==> src/rtl/sha1md_pkg.sv <==
`timescale 1ns / 1ps
package sha1md_pkg;

  localparam logic [31:0] H_INIT [5] = '{
    32'h67452301, 32'hEFCDAB89, 32'h98BADCFE, 32'h10325476, 32'hC3D2E1F0
  };

  localparam logic [31:0] ROUND_K [4] = '{
    32'h5A827999, 32'h6ED9EBA1, 32'h8F1BBCDC, 32'hCA62C1D6
  };

  localparam logic [7:0] PAD_BYTE   = 8'h80;
  localparam logic [5:0] LEN_POS    = 6'd56;
  localparam logic [5:0] BLOCK_LAST = 6'd63;
  localparam logic [6:0] ROUND_LAST = 7'd79;
  localparam logic [2:0] WORD_LAST  = 3'd4;

  // byte source select
  localparam logic [1:0] SEL_IN    = 2'd0;
  localparam logic [1:0] SEL_PAD80 = 2'd1;
  localparam logic [1:0] SEL_ZERO  = 2'd2;
  localparam logic [1:0] SEL_LEN   = 2'd3;

  // round function group
  localparam logic [1:0] GRP_CH  = 2'd0;
  localparam logic [1:0] GRP_P1  = 2'd1;
  localparam logic [1:0] GRP_MAJ = 2'd2;
  localparam logic [1:0] GRP_P3  = 2'd3;

  typedef struct packed {
    logic       byte_we;
    logic [1:0] byte_sel;
    logic       len_inc;
    logic       load_work;
    logic       round_en;
    logic [1:0] round_grp;
    logic       chain_add;
    logic [2:0] out_idx;
    logic       msg_clear;
  } sha1md_cmd_t;

  typedef struct packed {
    logic [5:0] byte_pos;
  } sha1md_stat_t;

endpackage

==> src/rtl/sha1_message_digest.sv <==
`timescale 1ns / 1ps
// SHA-1 digest of a byte stream, one message byte per input item (tuser = 1),
// tlast marking the end of the message; a bare end mark (tuser = 0, tlast = 1)
// allows the empty message. The 64th byte of a block starts the compression:
// 80 rounds at one round per cycle on a single round unit, then the chaining
// add, during which no item is taken. At end of message the padding bytes
// (0x80, zeros, 64-bit bit length) are fed one per cycle, with one or two
// more compressions, after which the five digest words come out most
// significant first, one per accepted output cycle. Input is held off from
// end of message until the last digest word is taken; then the block is ready
// for the next message with fresh initial chaining values.
module sha1_message_digest (
  input  logic        clk,
  input  logic        rst,
  input  logic        s_tvalid,
  output logic        s_tready,
  input  logic [7:0]  s_tdata,   // [7:0] data_byte
  input  logic        s_tuser,   // has_byte
  input  logic        s_tlast,   // end_of_message
  output logic        m_tvalid,
  input  logic        m_tready,
  output logic [39:0] m_tdata,   // [31:0] digest_word, [34:32] word_index, zero above
  output logic        m_tlast    // last_word
);
  import sha1md_pkg::*;

  sha1md_cmd_t  cmd;
  sha1md_stat_t stat;
  logic [31:0]  digest_word;

  sha1md_ctrl u_ctrl (
    .clk      (clk),
    .rst      (rst),
    .s_tvalid (s_tvalid),
    .s_tready (s_tready),
    .s_tuser  (s_tuser),
    .s_tlast  (s_tlast),
    .m_tvalid (m_tvalid),
    .m_tready (m_tready),
    .m_tlast  (m_tlast),
    .cmd      (cmd),
    .stat     (stat)
  );

  sha1md_dp u_dp (
    .clk         (clk),
    .rst         (rst),
    .data_byte   (s_tdata),
    .cmd         (cmd),
    .stat        (stat),
    .digest_word (digest_word)
  );

  assign m_tdata = {5'd0, cmd.out_idx, digest_word};

endmodule

==> src/rtl/sha1md_dp.sv <==
`timescale 1ns / 1ps
module sha1md_dp (
  input  logic                     clk,
  input  logic                     rst,
  input  logic [7:0]               data_byte,
  input  sha1md_pkg::sha1md_cmd_t  cmd,
  output sha1md_pkg::sha1md_stat_t stat,
  output logic [31:0]              digest_word
);
  import sha1md_pkg::*;

  logic [31:0] chain [5];
  logic [31:0] win [16];
  logic [31:0] wa, wb, wc, wd, we;
  logic [23:0] acc;
  logic [5:0]  byte_pos;
  logic [63:0] bit_len;

  logic [7:0]  byte_val;
  logic [31:0] word_full;
  logic [31:0] f_val;
  logic [31:0] k_val;
  logic [31:0] tmp;
  logic [31:0] sched_x;
  logic [31:0] sched_new;

  always_comb begin
    case (cmd.byte_sel)
      SEL_IN:    byte_val = data_byte;
      SEL_PAD80: byte_val = PAD_BYTE;
      SEL_ZERO:  byte_val = 8'h00;
      SEL_LEN:   byte_val = bit_len[63:56];
      default:   byte_val = 8'h00;
    endcase
  end

  assign word_full = {acc, byte_val};

  always_comb begin
    case (cmd.round_grp)
      GRP_CH:  f_val = (wb & wc) | (~wb & wd);
      GRP_MAJ: f_val = (wb & wc) | (wb & wd) | (wc & wd);
      default: f_val = wb ^ wc ^ wd;
    endcase
    k_val = ROUND_K[cmd.round_grp];
  end

  assign tmp       = {wa[26:0], wa[31:27]} + f_val + we + k_val + win[0];
  assign sched_x   = win[13] ^ win[8] ^ win[2] ^ win[0];
  assign sched_new = {sched_x[30:0], sched_x[31]};

  always_ff @(posedge clk) begin
    if (rst) begin
      byte_pos <= '0;
      bit_len  <= '0;
      for (int i = 0; i < 5; i++) chain[i] <= H_INIT[i];
    end else if (cmd.msg_clear) begin
      byte_pos <= '0;
      bit_len  <= '0;
      for (int i = 0; i < 5; i++) chain[i] <= H_INIT[i];
    end else begin
      if (cmd.byte_we) begin
        byte_pos <= byte_pos + 6'd1;
      end
      if (cmd.len_inc) begin
        bit_len <= bit_len + 64'd8;
      end else if (cmd.byte_we && cmd.byte_sel == SEL_LEN) begin
        bit_len <= {bit_len[55:0], 8'h00};
      end
      if (cmd.chain_add) begin
        chain[0] <= chain[0] + wa;
        chain[1] <= chain[1] + wb;
        chain[2] <= chain[2] + wc;
        chain[3] <= chain[3] + wd;
        chain[4] <= chain[4] + we;
      end
    end
  end

  // byte packing, schedule window and round registers
  always_ff @(posedge clk) begin
    if (cmd.byte_we) begin
      acc <= word_full[23:0];
      if (byte_pos[1:0] == 2'd3) begin
        for (int i = 0; i < 15; i++) win[i] <= win[i+1];
        win[15] <= word_full;
      end
    end else if (cmd.round_en) begin
      for (int i = 0; i < 15; i++) win[i] <= win[i+1];
      win[15] <= sched_new;
    end
    if (cmd.load_work) begin
      wa <= chain[0];
      wb <= chain[1];
      wc <= chain[2];
      wd <= chain[3];
      we <= chain[4];
    end else if (cmd.round_en) begin
      we <= wd;
      wd <= wc;
      wc <= {wb[1:0], wb[31:2]};
      wb <= wa;
      wa <= tmp;
    end
  end

  always_comb begin
    case (cmd.out_idx)
      3'd0:    digest_word = chain[0];
      3'd1:    digest_word = chain[1];
      3'd2:    digest_word = chain[2];
      3'd3:    digest_word = chain[3];
      default: digest_word = chain[4];
    endcase
  end

  assign stat.byte_pos = byte_pos;

endmodule

==> src/rtl/sha1md_ctrl.sv <==
`timescale 1ns / 1ps
module sha1md_ctrl (
  input  logic                     clk,
  input  logic                     rst,
  input  logic                     s_tvalid,
  output logic                     s_tready,
  input  logic                     s_tuser,
  input  logic                     s_tlast,
  output logic                     m_tvalid,
  input  logic                     m_tready,
  output logic                     m_tlast,
  output sha1md_pkg::sha1md_cmd_t  cmd,
  input  sha1md_pkg::sha1md_stat_t stat
);
  import sha1md_pkg::*;

  localparam logic [2:0] ST_IDLE  = 3'd0;
  localparam logic [2:0] ST_PAD   = 3'd1;
  localparam logic [2:0] ST_ROUND = 3'd2;
  localparam logic [2:0] ST_FINAL = 3'd3;
  localparam logic [2:0] ST_OUT   = 3'd4;

  logic [2:0] state, state_next;
  logic [6:0] round_cnt, round_cnt_next;
  logic [2:0] out_idx, out_idx_next;
  logic       padding, padding_next;
  logic       sent80, sent80_next;
  logic       need_wrap, need_wrap_next;
  logic       last_block, last_block_next;
  logic       blk_end;
  logic       at_len;

  assign blk_end = stat.byte_pos == BLOCK_LAST;
  assign at_len  = stat.byte_pos >= LEN_POS;

  assign s_tready = state == ST_IDLE;
  assign m_tvalid = state == ST_OUT;
  assign m_tlast  = m_tvalid && out_idx == WORD_LAST;

  always_comb begin
    cmd             = '0;
    cmd.out_idx     = out_idx;
    state_next      = state;
    round_cnt_next  = round_cnt;
    out_idx_next    = out_idx;
    padding_next    = padding;
    sent80_next     = sent80;
    need_wrap_next  = need_wrap;
    last_block_next = last_block;

    if (round_cnt < 7'd20) begin
      cmd.round_grp = GRP_CH;
    end else if (round_cnt < 7'd40) begin
      cmd.round_grp = GRP_P1;
    end else if (round_cnt < 7'd60) begin
      cmd.round_grp = GRP_MAJ;
    end else begin
      cmd.round_grp = GRP_P3;
    end

    case (state)
      ST_IDLE: begin
        if (s_tvalid) begin
          if (s_tuser) begin
            cmd.byte_we  = 1'b1;
            cmd.byte_sel = SEL_IN;
            cmd.len_inc  = 1'b1;
          end
          if (s_tlast) begin
            padding_next = 1'b1;
            state_next   = ST_PAD;
          end
          if (s_tuser && blk_end) begin
            cmd.load_work = 1'b1;
            state_next    = ST_ROUND;
          end
        end
      end
      ST_PAD: begin
        cmd.byte_we = 1'b1;
        if (!sent80) begin
          cmd.byte_sel   = SEL_PAD80;
          sent80_next    = 1'b1;
          // marker landed in the length field: length goes in the next block
          need_wrap_next = at_len;
        end else if (!need_wrap && at_len) begin
          cmd.byte_sel = SEL_LEN;
          if (blk_end) last_block_next = 1'b1;
        end else begin
          cmd.byte_sel = SEL_ZERO;
        end
        if (blk_end) begin
          cmd.load_work  = 1'b1;
          need_wrap_next = 1'b0;
          state_next     = ST_ROUND;
        end
      end
      ST_ROUND: begin
        cmd.round_en   = 1'b1;
        round_cnt_next = round_cnt + 7'd1;
        if (round_cnt == ROUND_LAST) begin
          round_cnt_next = '0;
          state_next     = ST_FINAL;
        end
      end
      ST_FINAL: begin
        cmd.chain_add = 1'b1;
        if (last_block) begin
          out_idx_next = '0;
          state_next   = ST_OUT;
        end else if (padding) begin
          state_next = ST_PAD;
        end else begin
          state_next = ST_IDLE;
        end
      end
      ST_OUT: begin
        if (m_tready) begin
          if (out_idx == WORD_LAST) begin
            cmd.msg_clear   = 1'b1;
            out_idx_next    = '0;
            padding_next    = 1'b0;
            sent80_next     = 1'b0;
            need_wrap_next  = 1'b0;
            last_block_next = 1'b0;
            state_next      = ST_IDLE;
          end else begin
            out_idx_next = out_idx + 3'd1;
          end
        end
      end
      default: begin
        state_next = ST_IDLE;
      end
    endcase
  end

  always_ff @(posedge clk) begin
    if (rst) begin
      state      <= ST_IDLE;
      round_cnt  <= '0;
      out_idx    <= '0;
      padding    <= 1'b0;
      sent80     <= 1'b0;
      need_wrap  <= 1'b0;
      last_block <= 1'b0;
    end else begin
      state      <= state_next;
      round_cnt  <= round_cnt_next;
      out_idx    <= out_idx_next;
      padding    <= padding_next;
      sent80     <= sent80_next;
      need_wrap  <= need_wrap_next;
      last_block <= last_block_next;
    end
  end

endmodule

==> config.mk <==
export PLATFORM = sky130hd
export DESIGN_NAME = sha1_message_digest
export DESIGN_NICKNAME = d
export VERILOG_FILES = /design/src/rtl/sha1md_pkg.sv /design/src/rtl/sha1_message_digest.sv /design/src/rtl/sha1md_dp.sv /design/src/rtl/sha1md_ctrl.sv
export SDC_FILE = /design/constraint.sdc
export NUM_CORES = 2
export LEC_CHECK = 0
export ABC_CLOCK_PERIOD_IN_PS = 51100
export BUFFER_PORTS_ARGS = -buffer_cell sky130_fd_sc_hd__buf_2
export CAP_MARGIN = 20
export CORE_MARGIN = 5
export CORE_UTILIZATION = 47
export CTS_BUF_LIST = sky130_fd_sc_hd__clkbuf_16
export DETAILED_ROUTE_END_ITERATION = 12
export GPL_TIMING_DRIVEN = 0
export PLACE_DENSITY = 0.61
export SYNTH_ARGS = -nofsm -noshare
export SYNTH_HDL_FRONTEND = slang
export SYNTH_HIERARCHICAL = 1
export SYNTH_SLANG_ARGS = --single-unit
==> constraint.sdc <==
create_clock -name clk -period 51.1 [get_ports clk]
set_clock_uncertainty 0.2 [all_clocks]
set_input_delay 2.555 -clock clk [delete_from_list [all_inputs] [get_ports clk]]
set_output_delay 2.555 -clock clk [all_outputs]
set_load 0.01 [all_outputs]
[After elaboration in Yosys (flattened, before gate mapping)]
Memories as Yosys holds them, arrays and structs flattened.
Cells that the tools add are included.
Word-level totals
  RAM bits: 672
  memories: 2
  register bits after elaboration: 271
  output and inout port bits: 43
Memories
  u_dp.win: words 16, width 32, rd ports 16, clocked after Yosys merged registers in 0, wr ports 16, RTL line sha1md_dp.sv:13  | logic [31:0] win [16];
  u_dp.chain: words 5, width 32, rd ports 5, clocked after Yosys merged registers in 0, wr ports 5, RTL line sha1md_dp.sv:12  | logic [31:0] chain [5];
Cells by class
  $lt $le $gt $ge: 5
  add/subtract/negate cells: 13
  equality and inequality tests: 26
  muxes and demuxes: 104
  bitwise operators: 40
  reduce and logical (&&, ||, !) cells: 21
Operators with widths (count)
  $mux W32: 38
  $add A32 B32 Y32: 9
  $xor A32 B32 Y32: 5
  $and A32 B32 Y32: 4
  $mux W64: 2
  $pmux W32 S4: 1
  $or A32 B32 Y32: 3
  $add A64 B4 Y64 const B: 1
  $bmux W32 S2: 1
  $pmux W32 S2: 1
  $mux W1: 35
  $mux W3: 11
  $not A32 Y32: 1
  $pmux W8 S4: 1
  $or A1 B1 Y1: 26
  $pmux W3 S5: 1
  $lt A7 B6 Y1 const B: 2
  $eq A3 B2 Y1 const B: 4
  $ne A2 B1 Y1 const B: 6
  $pmux W3 S2: 2
  $reduce_and A6 Y1: 2
  $pmux W1 S2: 5
  $reduce_bool A2 Y1: 5
  $eq A2 B2 Y1 const B: 4
  other kinds (27): 39

[Depth between registers and ports, before layout]
  depth in word-level cells: 12
  depth in mapped cells: 27
  mapped depth without buffers: 26

[Cells and area by module]
Netlist, hierarchy kept.
By module, submodules not included
  sha1md_dp: area each 46950.0 um2, sequential area each 27045.9 um2, times used 1, cells an instance 3866
  sha1md_ctrl: area each 1021.0 um2, sequential area each 340.3 um2, times used 1, cells an instance 130
  sha1_message_digest: area each 41.3 um2, sequential area each 0.0 um2, times used 1, cells an instance 6

[Least setup slack after synthesis]
OpenSTA, ideal clock, no wires.
  path type: input port to flip-flop
  start point: input s_tvalid
  end point: memory u_dp.win[0][0] (enable)
  path slack: 9842 ps
  library setup time: 2097 ps
  arrival time: 38961 ps
  stages on the path: 4
  cell sequence: a21oi_1 -> nor3_1 -> clkbuf_1 -> o21ai_0
RTL lines
  start, declared: RTL line sha1_message_digest.sv:15  | input logic s_tvalid,
  end, declared: RTL line sha1md_dp.sv:13

==> summary.txt <==
Place
  – Placed Cells incl. Taps: 5,461
  – Final GP Congestion: 0.9434
  – HPWL Detailed: 100,200 µm
  – IO Port Bufs: 51

Clocking
  – TritonCTS clock tree: yes
  – Clock buffer depth: 3
  – Num CTS Buffers: 102
  – Clk root buf: clkbuf_16
  – Postcts setup bufs: 0
  – Sink Count: 940
  – Hold-fix buffers at CTS: 0
  – Worst-Skew Late Latency: 0.70 ns
  – Clock Pin Slew Worst Setup and Hold Paths: 0.06 ns
  – # resized after CTS: 0
  – H-tree Lvls: 3

Logic synthesis
  – Async SR Flop Fraction: 0%
  – Share of the synthesized area in the top cell type: 53.54%
  – Cell variety after synth: 87
  – Ys Warns: 6
  – #FFs+latches synth: 940
  – Dominant synthesized flop cell: edfxtp_1
  – Area leader, netlist: edfxtp_1
  – Syn Area/Cell: 12.00 µm²
  – Post-synth EDFFs: 856
  – Seq/Total Area, Yosys: 57.04%
  – Mapped cell area: 48,010 µm²
  – Synth area leaders: edfxtp_1 (54%), fa_1 (5.2%), ha_1 (5.2%)
  – Mapped Cells: 4,002

STA
  – Worst Max-Slew Pin Slew: 1.274 ns
  – Finish-stage setup viols: 0
  – Final period utilization: 17.32%
  – Slew Limit Fails: 0
  – Slew HR: 15.07%
  – Final hold slack: 0.2037 ns
  – RSZ-0062 raised after global routing: no
  – Peak Freq: 0.1130 GHz
  – Final hold violation count: 0
  – Tmin final: 8.848 ns

Worst setup path
  – Crit Path Max Fanout: 10
  – Crit path DAT: 9.07 ns
  – CP Capture Type: register
  – CP startpoint kind: register
  – Crit path from: u_ctrl/round_cnt[5]$_SDFFE_PP0P_
  – Critical path class: register to register
  – R2R Path Start: u_ctrl/round_cnt[5]$_SDFFE_PP0P_
  – CP required: 51.32 ns

Routing
  – Drt pass-1 iters: 6
  – DRT iter0 DRCs: 3,436
  – Post-route ant nets: 0
  – Routed vias: 32.50k
  – Residual DRC: 0
  – DR WL/cell: 23.68 µm
  – WL final: 133,900 µm
  – Via density: 5.744

Floorplanning
  – Row Count: 117
  – Die H: 329.6 µm
  – Io pins: 57
  – Die width: 329.6 µm
  – Starting Density: 47.26%
  – Core Area: 101,600 µm²
  – Die Footprint: 108,600 µm²

Layout
  – Area delta synth->final: 12.68%
  – # nets final: 4,539
  – Share of layout cells above drive strength 1: 8.514%
  – Multi-input gate area: 18,830 µm²
  – Number of fill cells: 8,809
  – Non-Filler Instances: 5,657
  – Register area: 27,390 µm²

Power
  – Pwr Density: 29.94 nW/µm²
  – Worst vdd ir: 0.02841 mV
  – Sw Share: 21.98%
  – Clock share of power: 44.6%
  – Combinational fraction of design power: 3.1%
  – Pint: 1264 µW
  – P_leak: 0.01943 µW
  – Net switching power: 356.1 µW
  – Reg power frac: 52.3%

Min path
  – Worst hold path type: register to register
  – Worst hold start: u_dp/win[0][136]$_DFFE_PP_

Job
  – Max-cap viol count: 0

Global routing
  – Gr usage total: 24.41%
  – Grt total ovfl: 0
  – First-pass GRT wire length: 197,200 µm
  – Vias in the first global route: 31.03k
  – Pin count of the biggest net entering global routing: 57
  – Initial antenna violation count: 7

Status
  – Status: finished clean
==> cell usage after synthesis (9+ instances only) <==
library cell	n
a211oi_1	40
a21o_1	76
a21oi_1	256
a22o_1	9
a31oi_1	30
and2_1	21
and3_1	47
buf_1	12
clkbuf_1	102
dfxtp_1	84
edfxtp_1	856
fa_1	125
ha_1	200
inv_1	355
mux2_2	50
mux2i_1	9
mux4_2	32
nand2_1	370
nand2b_1	41
nand3_1	61
nand4_1	25
nor2_1	240
nor2b_1	29
nor3_1	58
o21a_1	27
o21ai_0	328
o21ai_1	9
o21bai_1	20
o221ai_1	10
o22ai_1	35
or2_2	9
or3_1	13
xnor2_1	168
xor2_1	91
==> per-stage QoR <==
step	TNS (ns)	worst slack [ns]	utilization (%)	total power, µW	instance area (µm²)
2_1_floorplan	0	9.842	-	902.7	48030
3_3_place_gp	-1896.80	-3.729	49.21	923.2	49990
3_5_place_dp	0	42.44	49.99	913.3	50780
4_1_cts	0	42.42	53.21	1634	54060
5_1_grt	0	41.95	53.25	1673	54090
6_report	0	42.25	53.25	1620	54100
==> cell usage in the layout, fill, tap and decap left out, drive strengths merged, types with 61 or more instances in the layout <==
cell    Yosys  final
nor2      241    241
dfxtp      84     84
inv       356    382
xor2       91     91
clkbuf    102    206
o21ai     337    337
xnor2     168    168
edfxtp    856    856
fa        125    125
a21o       76     76
a21oi     259    259
nand2     370    370
ha        200    200
nand3      61     61
buf        21    110
==> power groups by stage <==
stage | Sequential [µW] | Combinational (µW) | Clock (µW)
2_1_floorplan | 870 | 32.6 | 0
3_3_place_gp | 877 | 46.3 | 0
3_5_place_dp | 864 | 49.6 | 0
4_1_cts | 847 | 49.9 | 737
5_1_grt | 848 | 54.5 | 771
6_report | 848 | 50.3 | 722
==> final cells by class <==
class,count,share of cell area [%]
Sequential cell,940,50.62
Multi-Input combinational cell,2587,34.81
Clock buffer,103,4.764
Tap cell,1368,3.164
Inverter,356,2.470
Timing Repair Buffer,90,1.950
Clock inverter,88,1.288
Buffer,123,0.9251
Antenna cell,2,0.009251
==> worst max-delay path, cell delays in order (launching register included) <==
cell      delay [ns]
dfxtp_1         0.42
inv_1           0.13
maj3_1          0.36
a221o_1         0.52
inv_1           0.15
ha_1            0.59
inv_1           0.33
nand2_1         0.21
clkbuf_1        0.53
o22ai_1         0.18
a21oi_1         0.38
fa_1            0.52
fa_1            0.55
fa_1            0.43
inv_1           0.07
ha_1            0.17
inv_1           0.06
fa_1            0.40
nor2b_1         0.21
nor3_1          0.08
o21a_1          0.23
o311a_1         0.43
a21oi_2         0.22
a21bo_2         0.20
a21oi_1         0.11
o41ai_1         0.60
xnor2_1         0.20
o21ai_1         0.07
==> routing by layer <==
layer	part of all wire [%]	track usage, %	wire length [µm]
met3	9.3	5.857	12470
met4	3.5	8.008	4681
met1	44	35.44	58430
met5	0.0090	0	12
met2	44	36.47	58350
==> logic make-up (layout without fill, tap and decap cells) <==
kind of cell               count (synthesis)  after routing  synth area share, %
adders and majority gates                326            326                10.44
DFF                                      940            940                57.04
buffers and inverters                    479            760                3.820
muxes                                     91             91                2.861
and+or+nand+nor                          962            962                9.257
xor gates and xnor gates                 259            259                4.725
AOI/OAI and AO/OA                        944            944                11.84
other                                      1              7             0.007810
==> worst paths after layout <==
| kind | endpoint | slack, ns | cells past startpoint |
|---|---|---|---|
| worst max-delay path | u_dp/wa[31]$_DFFE_PP_ | 42.25 | 27 |
| worst min-delay path | u_dp/win[0][104]$_DFFE_PP_ | 0.20 | 0 |
| worst max register to register | u_dp/wa[31]$_DFFE_PP_ | 42.25 | 27 |
| worst min register to register | u_dp/win[0][104]$_DFFE_PP_ | 0.20 | 0 |
==> sequential cells by signal, indices dropped and copies added (netlist names), 3 cells and up <==
name	flops
u_dp/bit_len	61
u_ctrl/out_idx	3
u_dp/we	32
u_dp/wd	32
u_dp/stat	6
u_ctrl/state	3
u_dp/win	512
u_dp/acc	24
u_dp/wb	32
u_dp/chain	160
u_dp/wc	32
u_ctrl/round_cnt	7
u_dp/wa	32
Power figures use the tool's default switching activity.
